--- src/hw/rtl/cas_pkg.sv ---
`timescale 1ns / 1ps
// ----------------------------------------------------------------------------
// CEC audio-system responder: shared types and constants
// Beat formats, configuration and state records, event kinds, CEC opcodes
// and infrared key codes used across the responder.
// ----------------------------------------------------------------------------
package cas_pkg;

    // Width of the one-shot delay counter
    localparam int DELAY_WIDTH = 16;

    // Result queue depth and derived widths
    localparam int FIFO_DEPTH = 4;
    localparam int PTR_W      = $clog2(FIFO_DEPTH);
    localparam int CNT_W      = $clog2(FIFO_DEPTH + 1);

    // Configuration port
    localparam int CFG_IDX_W  = 2;
    localparam int CFG_DATA_W = 24;

    typedef enum logic [CFG_IDX_W-1:0] {
        CFG_DELAY_TICKS  = 2'd0,
        CFG_VENDOR_ID    = 2'd1,
        CFG_VERSION_BYTE = 2'd2,
        CFG_OWN_ADDRESS  = 2'd3
    } cfg_index_t;

    localparam logic [15:0] DELAY_TICKS_RST  = 16'd4000;
    localparam logic [23:0] VENDOR_ID_RST    = 24'h180399;
    localparam logic [7:0]  VERSION_BYTE_RST = 8'h05;
    localparam logic [3:0]  OWN_ADDRESS_RST  = 4'd5;

    // Event kinds carried in the input opcode field
    typedef enum logic [1:0] {
        EV_CEC_FRAME = 2'd0,
        EV_BUTTON    = 2'd1,
        EV_TICK      = 2'd2,
        EV_UNUSED    = 2'd3
    } event_kind_t;

    // CEC opcodes
    localparam logic [7:0] OP_ABORT        = 8'h00;
    localparam logic [7:0] OP_STANDBY      = 8'h36;
    localparam logic [7:0] OP_UC_PRESSED   = 8'h44;
    localparam logic [7:0] OP_UC_RELEASED  = 8'h45;
    localparam logic [7:0] OP_AUDIO_REQ    = 8'h70;
    localparam logic [7:0] OP_SET_AUDIO    = 8'h72;
    localparam logic [7:0] OP_GIVE_PHYS    = 8'h83;
    localparam logic [7:0] OP_REPORT_PHYS  = 8'h84;
    localparam logic [7:0] OP_VENDOR       = 8'h87;
    localparam logic [7:0] OP_GIVE_VENDOR  = 8'h8C;
    localparam logic [7:0] OP_GIVE_POWER   = 8'h8F;
    localparam logic [7:0] OP_REPORT_POWER = 8'h90;
    localparam logic [7:0] OP_VERSION      = 8'h9E;
    localparam logic [7:0] OP_GET_VERSION  = 8'h9F;

    // User-control codes that map to infrared keys on release
    localparam logic [7:0] UC_VOL_UP   = 8'h41;
    localparam logic [7:0] UC_VOL_DOWN = 8'h42;
    localparam logic [7:0] UC_MUTE     = 8'h43;
    localparam logic [7:0] UC_NONE     = 8'hFF;

    // Power status payload
    localparam logic [7:0] PWR_STATUS_ON  = 8'h00;
    localparam logic [7:0] PWR_STATUS_OFF = 8'h01;
    localparam logic [7:0] AUDIO_MODE_ON  = 8'h01;
    localparam logic [7:0] ABORT_REASON   = 8'h00;

    localparam logic [3:0] ADDR_BCAST = 4'd15;

    typedef enum logic [2:0] {
        KEY_PWR    = 3'd0,
        KEY_VUP    = 3'd1,
        KEY_VDN    = 3'd2,
        KEY_MUTE   = 3'd3,
        KEY_VIDEO2 = 3'd4
    } ir_key_t;

    localparam logic RK_IR    = 1'b0;
    localparam logic RK_FRAME = 1'b1;

    typedef struct packed {
        logic [1:0] opcode;
        logic [3:0] cec_source;
        logic       is_polling;
        logic [7:0] cec_opcode;
        logic [7:0] operand_byte;
    } cas_in_t;

    typedef struct packed {
        logic       result_kind;
        logic [2:0] ir_key;
        logic [3:0] frame_target;
        logic [7:0] frame_opcode;
        logic [1:0] payload_len;
        logic [7:0] payload_first;
        logic [7:0] payload_second;
        logic [7:0] payload_third;
        logic       last;
    } cas_out_t;

    typedef struct packed {
        logic [15:0] delay_ticks;
        logic [23:0] vendor_id;
        logic [7:0]  version_byte;
        logic [3:0]  own_address;
    } cas_cfg_t;

    typedef struct packed {
        logic                   power_on;
        logic [7:0]             held_control;
        logic [DELAY_WIDTH-1:0] delay_left;
        logic                   delay_running;
    } cas_state_t;

endpackage

--- src/hw/rtl/cec_audio_system_responder_core.sv ---
`timescale 1ns / 1ps
// ----------------------------------------------------------------------------
// CEC audio-system responder
// Turns received CEC frames, button presses and ticks into CEC reply frames
// and infrared key beats.
// ----------------------------------------------------------------------------
// Usage:
//   Input channel (in_valid/in_ready/in_data) takes one event beat: a CEC
//   frame, a local button press or a time tick. Output channel
//   (out_valid/out_ready/out_data) delivers zero, one or two result beats
//   per event, in order; the last one of an event has last set.
//   An accepted event is held in the input register, where its results
//   are decoded and pushed into a four-beat result queue at the next edge;
//   the first result is driven to the output from the head of the queue.
//   Events are taken back to back while the queue can hold two beats for
//   every pending event; with the receiver always ready, the single output
//   port sets the sustained event rate.
//   When the receiver stalls, beats stay in the queue and in_ready drops
//   once the queue cannot hold the worst case of the pending events.
//   Configuration writes (cfg_we/cfg_index/cfg_wdata) take effect at once;
//   the user makes them only while the block is idle, unenforced here.
//   Reset clears the queue, powers the amplifier flag off, stops the delay
//   counter and restores the configuration defaults.
// ----------------------------------------------------------------------------
module cec_audio_system_responder_core
    import cas_pkg::*;
(
    input  logic                  clk,
    input  logic                  rst_n,
    input  logic                  in_valid,
    output logic                  in_ready,
    input  cas_in_t               in_data,
    output logic                  out_valid,
    input  logic                  out_ready,
    output cas_out_t              out_data,
    input  logic                  cfg_we,
    input  logic [CFG_IDX_W-1:0]  cfg_index,
    input  logic [CFG_DATA_W-1:0] cfg_wdata
);

    cas_in_t          item_reg;
    logic             item_valid_reg;
    logic             item_valid_next;
    cas_state_t       state_reg;
    cas_state_t       state_next;
    cas_state_t       dec_state;
    cas_cfg_t         cfg_reg;
    cas_cfg_t         cfg_next;
    cas_out_t         res0;
    cas_out_t         res1;
    logic [1:0]       res_cnt;
    logic [1:0]       push_cnt;
    logic [CNT_W-1:0] fifo_count;
    logic [CNT_W+1:0] need;
    logic             in_fire;

    // Admit an event only when the queue can take the worst case
    always_comb
    begin
        need = (CNT_W + 2)'(fifo_count) + (CNT_W + 2)'(2)
             + (item_valid_reg ? (CNT_W + 2)'(2) : '0);
        in_ready = (need <= (CNT_W + 2)'(FIFO_DEPTH));
    end

    assign in_fire         = in_valid && in_ready;
    assign item_valid_next = in_fire;

    // Input register
    always_ff @(posedge clk or negedge rst_n)
    begin
        if (!rst_n)
        begin
            item_valid_reg <= 1'b0;
        end
        else
        begin
            item_valid_reg <= item_valid_next;
        end
    end

    always_ff @(posedge clk)
    begin
        if (in_fire)
        begin
            item_reg <= in_data;
        end
    end

    // Configuration registers
    always_comb
    begin
        cfg_next = cfg_reg;
        if (cfg_we)
        begin
            unique case (cfg_index_t'(cfg_index))
                CFG_DELAY_TICKS:  cfg_next.delay_ticks  = cfg_wdata[15:0];
                CFG_VENDOR_ID:    cfg_next.vendor_id    = cfg_wdata[23:0];
                CFG_VERSION_BYTE: cfg_next.version_byte = cfg_wdata[7:0];
                CFG_OWN_ADDRESS:  cfg_next.own_address  = cfg_wdata[3:0];
                default:          cfg_next = cfg_reg;
            endcase
        end
    end

    always_ff @(posedge clk or negedge rst_n)
    begin
        if (!rst_n)
        begin
            cfg_reg.delay_ticks  <= DELAY_TICKS_RST;
            cfg_reg.vendor_id    <= VENDOR_ID_RST;
            cfg_reg.version_byte <= VERSION_BYTE_RST;
            cfg_reg.own_address  <= OWN_ADDRESS_RST;
        end
        else
        begin
            cfg_reg <= cfg_next;
        end
    end

    // Decode the registered event
    cas_decode u_decode (
        .item       (item_reg),
        .state      (state_reg),
        .cfg        (cfg_reg),
        .state_next (dec_state),
        .res0       (res0),
        .res1       (res1),
        .res_cnt    (res_cnt)
    );

    // Commit state and push results only for a live event
    always_comb
    begin
        state_next = item_valid_reg ? dec_state : state_reg;
        push_cnt   = item_valid_reg ? res_cnt : 2'd0;
    end

    always_ff @(posedge clk or negedge rst_n)
    begin
        if (!rst_n)
        begin
            state_reg.power_on      <= 1'b0;
            state_reg.held_control  <= UC_NONE;
            state_reg.delay_left    <= '0;
            state_reg.delay_running <= 1'b0;
        end
        else
        begin
            state_reg <= state_next;
        end
    end

    cas_result_fifo u_fifo (
        .clk        (clk),
        .rst_n      (rst_n),
        .push_cnt   (push_cnt),
        .push0      (res0),
        .push1      (res1),
        .pop        (out_ready),
        .head_valid (out_valid),
        .head       (out_data),
        .count      (fifo_count)
    );

    // Queue never overfills
    a_fifo_bound: assert property (@(posedge clk) disable iff (!rst_n)
        fifo_count <= CNT_W'(FIFO_DEPTH))
        else $error("result queue over capacity");

    // A live event always finds room for its results
    a_push_room: assert property (@(posedge clk) disable iff (!rst_n)
        item_valid_reg |-> ((CNT_W + 1)'(fifo_count) + (CNT_W + 1)'(res_cnt)
                            <= (CNT_W + 1)'(FIFO_DEPTH)))
        else $error("result push without room");

    // A running delay counter never holds zero
    a_delay_nonzero: assert property (@(posedge clk) disable iff (!rst_n)
        state_reg.delay_running |-> (state_reg.delay_left != '0))
        else $error("delay counter running at zero");

    // An accepted event is decoded in the next cycle
    a_accept_decode: assert property (@(posedge clk) disable iff (!rst_n)
        (in_valid && in_ready) |=> item_valid_reg)
        else $error("accepted event not registered");

    // Power flag changes only while an event is decoded
    a_power_cause: assert property (@(posedge clk) disable iff (!rst_n)
        !item_valid_reg |=> $stable(state_reg.power_on))
        else $error("power flag changed without an event");

endmodule

--- src/hw/rtl/cas_decode.sv ---
`timescale 1ns / 1ps
// ----------------------------------------------------------------------------
// CEC audio-system responder: event decode
// Maps one registered event and the current state to up to two result
// beats and the next state.
// ----------------------------------------------------------------------------
module cas_decode
    import cas_pkg::*;
(
    input  cas_in_t    item,
    input  cas_state_t state,
    input  cas_cfg_t   cfg,
    output cas_state_t state_next,
    output cas_out_t   res0,
    output cas_out_t   res1,
    output logic [1:0] res_cnt
);

    function automatic cas_out_t mk_ir(input ir_key_t key);
        cas_out_t r;
        r             = '0;
        r.result_kind = RK_IR;
        r.ir_key      = key;
        return r;
    endfunction

    function automatic cas_out_t mk_frame(input logic [3:0] target,
                                          input logic [7:0] op,
                                          input logic [1:0] len,
                                          input logic [7:0] b0,
                                          input logic [7:0] b1,
                                          input logic [7:0] b2);
        cas_out_t r;
        r                = '0;
        r.result_kind    = RK_FRAME;
        r.frame_target   = target;
        r.frame_opcode   = op;
        r.payload_len    = len;
        r.payload_first  = b0;
        r.payload_second = b1;
        r.payload_third  = b2;
        return r;
    endfunction

    logic [DELAY_WIDTH-1:0] arm_value;
    logic [DELAY_WIDTH-1:0] left_dec;
    cas_out_t               r0;
    cas_out_t               r1;
    logic [1:0]             n;

    // Arm value: masked delay, zero counts as one tick
    always_comb
    begin
        arm_value = DELAY_WIDTH'(cfg.delay_ticks);
        if (arm_value == '0)
        begin
            arm_value = DELAY_WIDTH'(1);
        end
        left_dec = state.delay_left - DELAY_WIDTH'(1);
    end

    // Event handling
    always_comb
    begin
        state_next = state;
        r0         = '0;
        r1         = '0;
        n          = 2'd0;
        unique case (event_kind_t'(item.opcode))
            EV_BUTTON:
            begin
                r0 = mk_ir(KEY_PWR);
                n  = 2'd1;
                if (!state.power_on)
                begin
                    state_next.power_on      = 1'b1;
                    state_next.delay_left    = arm_value;
                    state_next.delay_running = 1'b1;
                end
                else
                begin
                    state_next.power_on = 1'b0;
                end
            end
            EV_TICK:
            begin
                if (state.delay_running)
                begin
                    state_next.delay_left = left_dec;
                    if (left_dec == '0)
                    begin
                        state_next.delay_running = 1'b0;
                        r0 = mk_ir(KEY_VIDEO2);
                        n  = 2'd1;
                    end
                end
            end
            EV_CEC_FRAME:
            begin
                if (!item.is_polling)
                begin
                    unique case (item.cec_opcode)
                        OP_STANDBY:
                        begin
                            if (state.power_on)
                            begin
                                state_next.power_on = 1'b0;
                                r0 = mk_ir(KEY_PWR);
                                n  = 2'd1;
                            end
                        end
                        OP_GIVE_PHYS:
                        begin
                            r0 = mk_frame(item.cec_source, OP_REPORT_PHYS, 2'd1,
                                          {4'd0, cfg.own_address}, 8'd0, 8'd0);
                            n  = 2'd1;
                        end
                        OP_GET_VERSION:
                        begin
                            r0 = mk_frame(item.cec_source, OP_VERSION, 2'd1,
                                          cfg.version_byte, 8'd0, 8'd0);
                            n  = 2'd1;
                        end
                        OP_GIVE_VENDOR:
                        begin
                            r0 = mk_frame(item.cec_source, OP_VENDOR, 2'd3,
                                          cfg.vendor_id[23:16], cfg.vendor_id[15:8],
                                          cfg.vendor_id[7:0]);
                            n  = 2'd1;
                        end
                        OP_GIVE_POWER:
                        begin
                            r0 = mk_frame(item.cec_source, OP_REPORT_POWER, 2'd1,
                                          state.power_on ? PWR_STATUS_ON : PWR_STATUS_OFF,
                                          8'd0, 8'd0);
                            n  = 2'd1;
                        end
                        OP_UC_PRESSED:
                        begin
                            state_next.held_control = item.operand_byte;
                        end
                        OP_AUDIO_REQ:
                        begin
                            if (!state.power_on)
                            begin
                                state_next.power_on      = 1'b1;
                                state_next.delay_left    = arm_value;
                                state_next.delay_running = 1'b1;
                                r0 = mk_ir(KEY_PWR);
                                r1 = mk_frame(ADDR_BCAST, OP_SET_AUDIO, 2'd1,
                                              AUDIO_MODE_ON, 8'd0, 8'd0);
                                n  = 2'd2;
                            end
                            else
                            begin
                                r0 = mk_frame(ADDR_BCAST, OP_SET_AUDIO, 2'd1,
                                              AUDIO_MODE_ON, 8'd0, 8'd0);
                                n  = 2'd1;
                            end
                        end
                        OP_UC_RELEASED:
                        begin
                            priority if (state.held_control == UC_VOL_UP)
                            begin
                                r0 = mk_ir(KEY_VUP);
                                n  = 2'd1;
                            end
                            else if (state.held_control == UC_VOL_DOWN)
                            begin
                                r0 = mk_ir(KEY_VDN);
                                n  = 2'd1;
                            end
                            else if (state.held_control == UC_MUTE)
                            begin
                                r0 = mk_ir(KEY_MUTE);
                                n  = 2'd1;
                            end
                            else
                            begin
                                n = 2'd0;
                            end
                        end
                        OP_ABORT:
                        begin
                            n = 2'd0;
                        end
                        default:
                        begin
                            r0 = mk_frame(item.cec_source, OP_ABORT, 2'd1,
                                          ABORT_REASON, 8'd0, 8'd0);
                            n  = 2'd1;
                        end
                    endcase
                end
            end
            default:
            begin
                n = 2'd0;
            end
        endcase

        // Flag the final beat of this event
        if (n == 2'd1)
        begin
            r0.last = 1'b1;
        end
        if (n == 2'd2)
        begin
            r1.last = 1'b1;
        end
    end

    assign res0    = r0;
    assign res1    = r1;
    assign res_cnt = n;

endmodule

--- src/hw/rtl/cas_result_fifo.sv ---
`timescale 1ns / 1ps
// ----------------------------------------------------------------------------
// CEC audio-system responder: result queue
// Small queue that takes up to two result beats per cycle and hands one
// beat per cycle to the output channel while the receiver is ready.
// ----------------------------------------------------------------------------
module cas_result_fifo
    import cas_pkg::*;
(
    input  logic             clk,
    input  logic             rst_n,
    input  logic [1:0]       push_cnt,
    input  cas_out_t         push0,
    input  cas_out_t         push1,
    input  logic             pop,
    output logic             head_valid,
    output cas_out_t         head,
    output logic [CNT_W-1:0] count
);

    cas_out_t         mem [FIFO_DEPTH];
    logic [PTR_W-1:0] wr_ptr_reg;
    logic [PTR_W-1:0] wr_ptr_next;
    logic [PTR_W-1:0] rd_ptr_reg;
    logic [PTR_W-1:0] rd_ptr_next;
    logic [CNT_W-1:0] count_reg;
    logic [CNT_W-1:0] count_next;
    logic             do_pop;

    assign do_pop = pop && (count_reg != '0);

    // Advance pointers and occupancy
    always_comb
    begin
        wr_ptr_next = wr_ptr_reg + PTR_W'(push_cnt);
        rd_ptr_next = rd_ptr_reg + PTR_W'(do_pop);
        count_next  = count_reg + CNT_W'(push_cnt) - CNT_W'(do_pop);
    end

    always_ff @(posedge clk or negedge rst_n)
    begin
        if (!rst_n)
        begin
            wr_ptr_reg <= '0;
            rd_ptr_reg <= '0;
            count_reg  <= '0;
        end
        else
        begin
            wr_ptr_reg <= wr_ptr_next;
            rd_ptr_reg <= rd_ptr_next;
            count_reg  <= count_next;
        end
    end

    // Store pushed beats in order
    always_ff @(posedge clk)
    begin
        if (push_cnt != 2'd0)
        begin
            mem[wr_ptr_reg] <= push0;
        end
        if (push_cnt == 2'd2)
        begin
            mem[wr_ptr_reg + PTR_W'(1)] <= push1;
        end
    end

    assign head_valid = (count_reg != '0);
    assign head       = mem[rd_ptr_reg];
    assign count      = count_reg;

endmodule

--- config.mk ---
export PLATFORM = sky130hd
export DESIGN_NAME = cec_audio_system_responder_core
export DESIGN_NICKNAME = d
export VERILOG_FILES = /design/src/hw/rtl/cas_pkg.sv /design/src/hw/rtl/cec_audio_system_responder_core.sv /design/src/hw/rtl/cas_decode.sv /design/src/hw/rtl/cas_result_fifo.sv
export SDC_FILE = /design/constraint.sdc
export NUM_CORES = 1
export LEC_CHECK = 0
export BUFFER_PORTS_ARGS = -buffer_cell sky130_fd_sc_hd__buf_2
export CELL_PAD_IN_SITES_DETAIL_PLACEMENT = 1
export CELL_PAD_IN_SITES_GLOBAL_PLACEMENT = 2
export CORE_MARGIN = 2
export CORE_UTILIZATION = 43
export CTS_BUF_LIST = sky130_fd_sc_hd__clkbuf_16
export CTS_CLUSTER_SIZE = 8
export DETAILED_ROUTE_END_ITERATION = 7
export GPL_ROUTABILITY_DRIVEN = 0
export PLACE_DENSITY = 0.93
export SLEW_MARGIN = 0
export SYNTH_ARGS = -nofsm -noshare
export SYNTH_HDL_FRONTEND = slang
export SYNTH_SLANG_ARGS = --single-unit
--- constraint.sdc ---
create_clock -name clk -period 9.95 [get_ports clk]
set_input_delay 1.4925 -clock clk [delete_from_list [all_inputs] [get_ports clk]]
set_output_delay 1.4925 -clock clk [all_outputs]
set_load 0.01 [all_outputs]
; Word level (Yosys, flattened, before mapping)
; Memories as Yosys holds them, arrays and structs flattened.
; Cells that the tools add are included.
[word_totals]
memories = 1
mem_bits_rw = 172
ff_bits = 109
in_bits = 54
word_cells = 115
[op_classes]
n_eq_ne = 23
bitwise = 1
addsub = 8
n_mux = 43
magnitude_cmp = 1
n_reduce_logical = 21
[mem_list]
columns = memory, words, width, rd, rd_ports_with_merged_regs, write_ports, line
row1 = u_fifo.mem, 4, 43, 1, 0, 2, cas_result_fifo.sv:21  ; cas_out_t mem [FIFO_DEPTH];
[op_table]
columns = cell, n
row1 = $mux W43, 9
row2 = $pmux W43 S7, 1
row3 = $pmux W43 S2, 1
row4 = $mux W17, 3
row5 = $pmux W17 S3, 1
row6 = $eq A8 B7 Y1 const B, 6
row7 = $mux W42, 1
row8 = $mux W41, 1
row9 = $eq A8 B8 Y1 const B, 4
row10 = $logic_not A16 Y1, 2
row11 = $mux W26, 1
row12 = $mux W16, 1
row13 = $sub A16 B1 Y16 const B, 1
row14 = $mux W1, 13
row15 = $mux W2, 6
row16 = $reduce_and A4 Y1, 3
row17 = $eq A2 B2 Y1 const B, 5
row18 = $eq A8 B6 Y1 const B, 1
row19 = $logic_not A8 Y1, 1
row20 = $mux W8, 1
row21 = $pmux W2 S4, 1
row22 = $reduce_and A2 Y1, 4
row23 = $eq A2 B1 Y1 const B, 3
row24 = $ne A2 B2 Y1 const B, 3
row25 = 19 further kinds, 24

; Longest topological paths before layout
[logic_depth]
ltp_word = 11
mapped_depth = 15

; By module
; From an unflattened synthesis, not the netlist that was laid out.
[unflattened]
hier_cells = 959
hier_area_um2 = 14527.7
[by_module_without_submodules]
columns = mod, area_per_inst_um2, instances, cells_each
row1 = cas_result_fifo, 8774.7, 1, 456
row2 = cec_audio_system_responder_core, 3736.1, 1, 201
row3 = cas_decode, 2016.9, 1, 302

; Worst setup path after synthesis
; OpenSTA, ideal clock, no wires.
[synth_timing]
path_type = register to output
startpoint = register u_fifo.rd_ptr_reg[1]
endpoint = output port out_data[33] (netlist bit)
path_buffers = 4
arrival_time_ns = 1.867
t_required_ns = 8.457
path_stages_with_launch = 6
path_slack_ns = 6.590
path_cell_list = dfrtp_1 -> clkbuf_1 -> buf_1 -> buf_1 -> mux4_2 -> buf_4
[synth_lines]
columns = element, line
row1 = "start, declared", cas_result_fifo.sv:24  ; logic [PTR_W-1:0] rd_ptr_reg;
row2 = "start signal, assigned", cas_result_fifo.sv:51  ; rd_ptr_reg <= rd_ptr_next;
row3 = "end, declared", cec_audio_system_responder_core.sv:35  ; output cas_out_t out_data,

==> impl_metrics.yaml <==
status:
  status: "finished clean"
floorplan:
  die_w_um: 176
  initial_core_util_pct: 43.4
  core_sq_mm: 0.0294
  die_area_sq_mm: 0.0311
  rows: 63
  die_h_um: 176
  boundaryPins: 99
setup_path:
  path_buf_inv: 1
  worstPathMaxFanout: 30
  cp-end-kind: "flip-flop"
  required_ns: 10.12
  path_class: "reg2reg"
  slowest_delay_ns: 0.82
  r2r_slack_ns: 5.64
  worstSetupStartpointType: "flip-flop"
  slowest_stage: "nor2_4"
  crit_family: "simple AND/OR/NAND/NOR gates"
  arrival_ns: 4.48
  crit_top_cell: "nand2_1"
  crit_chain: "inv_1, ha_1, nor2b_1, and4_1, and3_1, a21oi_1, nor2_4, nand2_1, nand2_1"
sta:
  fmax_mhz: 232
  whs_ns: 0.473
  finalSetupTns_ns: 0
  setup-violations-final: 0
  rsz0062_at_grt: "false"
  relSlewSlack_pct: 24.6
  drv_slew: 0
  tightest_slew_ns: 1.11
  period_share_pct: 43.3
  finClkSkew_ns: 0.0186
  hold_viol_final: 0
  min_period_ns: 4.31
yosys:
  synth-seq-area-share_pct: 50.7
  synthesis.area_sq_mm: 0.0128
  async_reset_ff_share_pct: 32.0
  synthMostInstantiatedCell: "o21ai_0"
  yosys-top-cells-area: "dfxtp_1 19%, edfxtp_1 15%, dfrtp_1 12%, mux4_2 7.1%, o21ai_0 6.0%"
  synth_edf_count: 63
  synth_area_per_cell_sq_um: 10.6
  synth_top_area_cell: "dfxtp_1"
  synth_top_area_share_pct: 18.8
  synth_nets: 1276
  synthFlopType: "dfxtp_1"
  synthTopCellsByCount: "154 x o21ai_0, 133 x a21oi_1, 120 x dfxtp_1"
  synth_cells: 1208
  synth_cell_types: 74
  ys_ff_latch: 269
  yosys_warnings: 0
layout:
  n_antenna_cell: 0
  multi_input_area_sq_mm: 0.00573
  drive_gt1_share_pct: 24.1
  area_growth_syn_to_layout_pct: 13.6
  regArea_sq_mm: 0.00648
  final_util_pct: 49.3
  fill_cells: 3223
  design_area_sq_mm: 0.0145
  nets: 1325
  largest_reg_flops: 160
clock_tree:
  numCtsBuffers: 39
  cts-resized-gates: 0
  cts_tree: "done"
  clk_path_buf_depth: 3
  h-tree-depth: 2
  post_cts_buffers: 0
  cts-root-buf: "clkbuf_16"
  clk_latency_ns: 0.53
  clk_pin_slew_worst_paths_ns: 0.05
  hold_buffers: 0
  cts_sinks: 269
routing:
  post_drt_wl_per_cell_um: 22.6
  ant_nets: 0
  first_pass_iters: 5
  viasPerCell: 6.06
  routed_wl_um: 37700
  route.vias.total: 10100
  drt_first_iter_violations: 812
  drc_errors: 0
grt:
  grt_first_pass_wirelength_um: 60000
  grt_usage_pct: 24.7
  antenna_found_initial: 0
  overflow: 0
  grt_pass1_vias: 10500
  grt_max_degree: 116
power:
  p_int_uw: 2510
  switching_power_uw: 1480
  power.leakage_uw: 0.00541
  share_comb_of_total_power_pct: 31.1
  peakVddDrop_v: 0.000172
  pwr-share-seq_pct: 39.1
  clock_power_share_pct: 29.8
  swShare_pct: 37.1
  cellPowerDensity_mw_per_mm2: 276
place:
  placed_area_sq_mm: 0.0134
  port_buffers: 98
  place_hpwl_um: 24100
hold_path:
  hold_path_class: "reg2reg"
run:
  drv_cap: 0
==> final timing paths <==
kind | start | end | cells after the start
min in group asynchronous | rst_n | item_valid_reg$_DFF_PN0_ | 1
worst max register to register | item_reg[21]$_DFFE_PP_ | u_fifo.mem[1][28]$_DFFE_PP_ | 9
worst max-delay path | item_reg[21]$_DFFE_PP_ | u_fifo.mem[1][28]$_DFFE_PP_ | 9
max in group asynchronous | rst_n | state_reg[25]$_DFFE_PN0P_ | 2
worst min-delay path | item_reg[3]$_DFFE_PP_ | state_reg[20]$_DFFE_PN1P_ | 1
worst min register to register | item_reg[3]$_DFFE_PP_ | state_reg[20]$_DFFE_PN1P_ | 1
==> cell usage in the layout (no fill, tap or decap), types with 21 or more instances in the layout <==
master / count
o21ai_0: 154
mux4_2: 40
nand3_1: 97
dfxtp_1: 120
inv_1: 39
nand2_1: 45
edfxtp_1: 63
mux2_2: 60
a21oi_1: 133
and2_1: 21
clkbuf_16: 40
nor3_1: 70
nor2_1: 25
dfrtp_1: 58
buf_2: 97
dfstp_2: 26
==> final cells by class <==
cell class	count	share of cell area, %
Timing Repair Buffer	115	4.28
Tap cell	390	3.37
Sequential cell	269	44.7
Clock buffer	40	6.90
Clock inverter	22	0.690
Multi-Input combinational cell	812	39.5
Inverter	20	0.518
==> worst register-to-register path: stages (launching register included) <==
cell	delay (ns)
edfxtp_1	0.45
inv_1	0.15
ha_1	0.28
nor2b_1	0.39
and4_1	0.29
and3_1	0.40
a21oi_1	0.31
nor2_4	0.82
nand2_1	0.43
nand2_1	0.43
==> routing by layer <==
| metal | track usage (%) | share of wire, % |
|---|---|---|
| met1 | 33.1 | 44 |
| met2 | 41.6 | 49 |
| met3 | 3.64 | 4.9 |
| met4 | 7.02 | 2.2 |
| met5 | 0 | 0 |
==> through the flow <==
stage | power [uW] | setup slack (ns) | cells
3_3_place_gp | 2770 | 5.91 | 1606
3_5_place_dp | 2810 | 5.73 | 1606
6_report | 4000 | 5.64 | 1668
4_1_cts | 4020 | 5.68 | 1668
2_1_floorplan | 2450 | 6.59 | 1208
5_1_grt | 4210 | 5.25 | 1668
==> power by group through the flow <==
stage | clock network, uW | registers [uW] | logic (uW)
2_1_floorplan | 0 | 1460 | 990
3_3_place_gp | 0 | 1560 | 1200
3_5_place_dp | 0 | 1580 | 1240
4_1_cts | 1210 | 1560 | 1250
5_1_grt | 1260 | 1590 | 1360
6_report | 1190 | 1560 | 1240
==> cells by family after synthesis <==
| logic type | after synthesis | share of synthesized area, % |
|---|---|---|
| adder cells (fa/ha/maj) | 14 | 1.43 |
| flip-flops | 269 | 50.7 |
| XOR/XNOR | 14 | 0.960 |
| buffers and inverters | 127 | 4.78 |
| AO/OA/AOI/OAI | 354 | 15.9 |
| multiplexers | 101 | 12.4 |
| AND/OR/NAND/NOR | 329 | 13.8 |
Note: power is estimated with default switching activity, not from simulation.
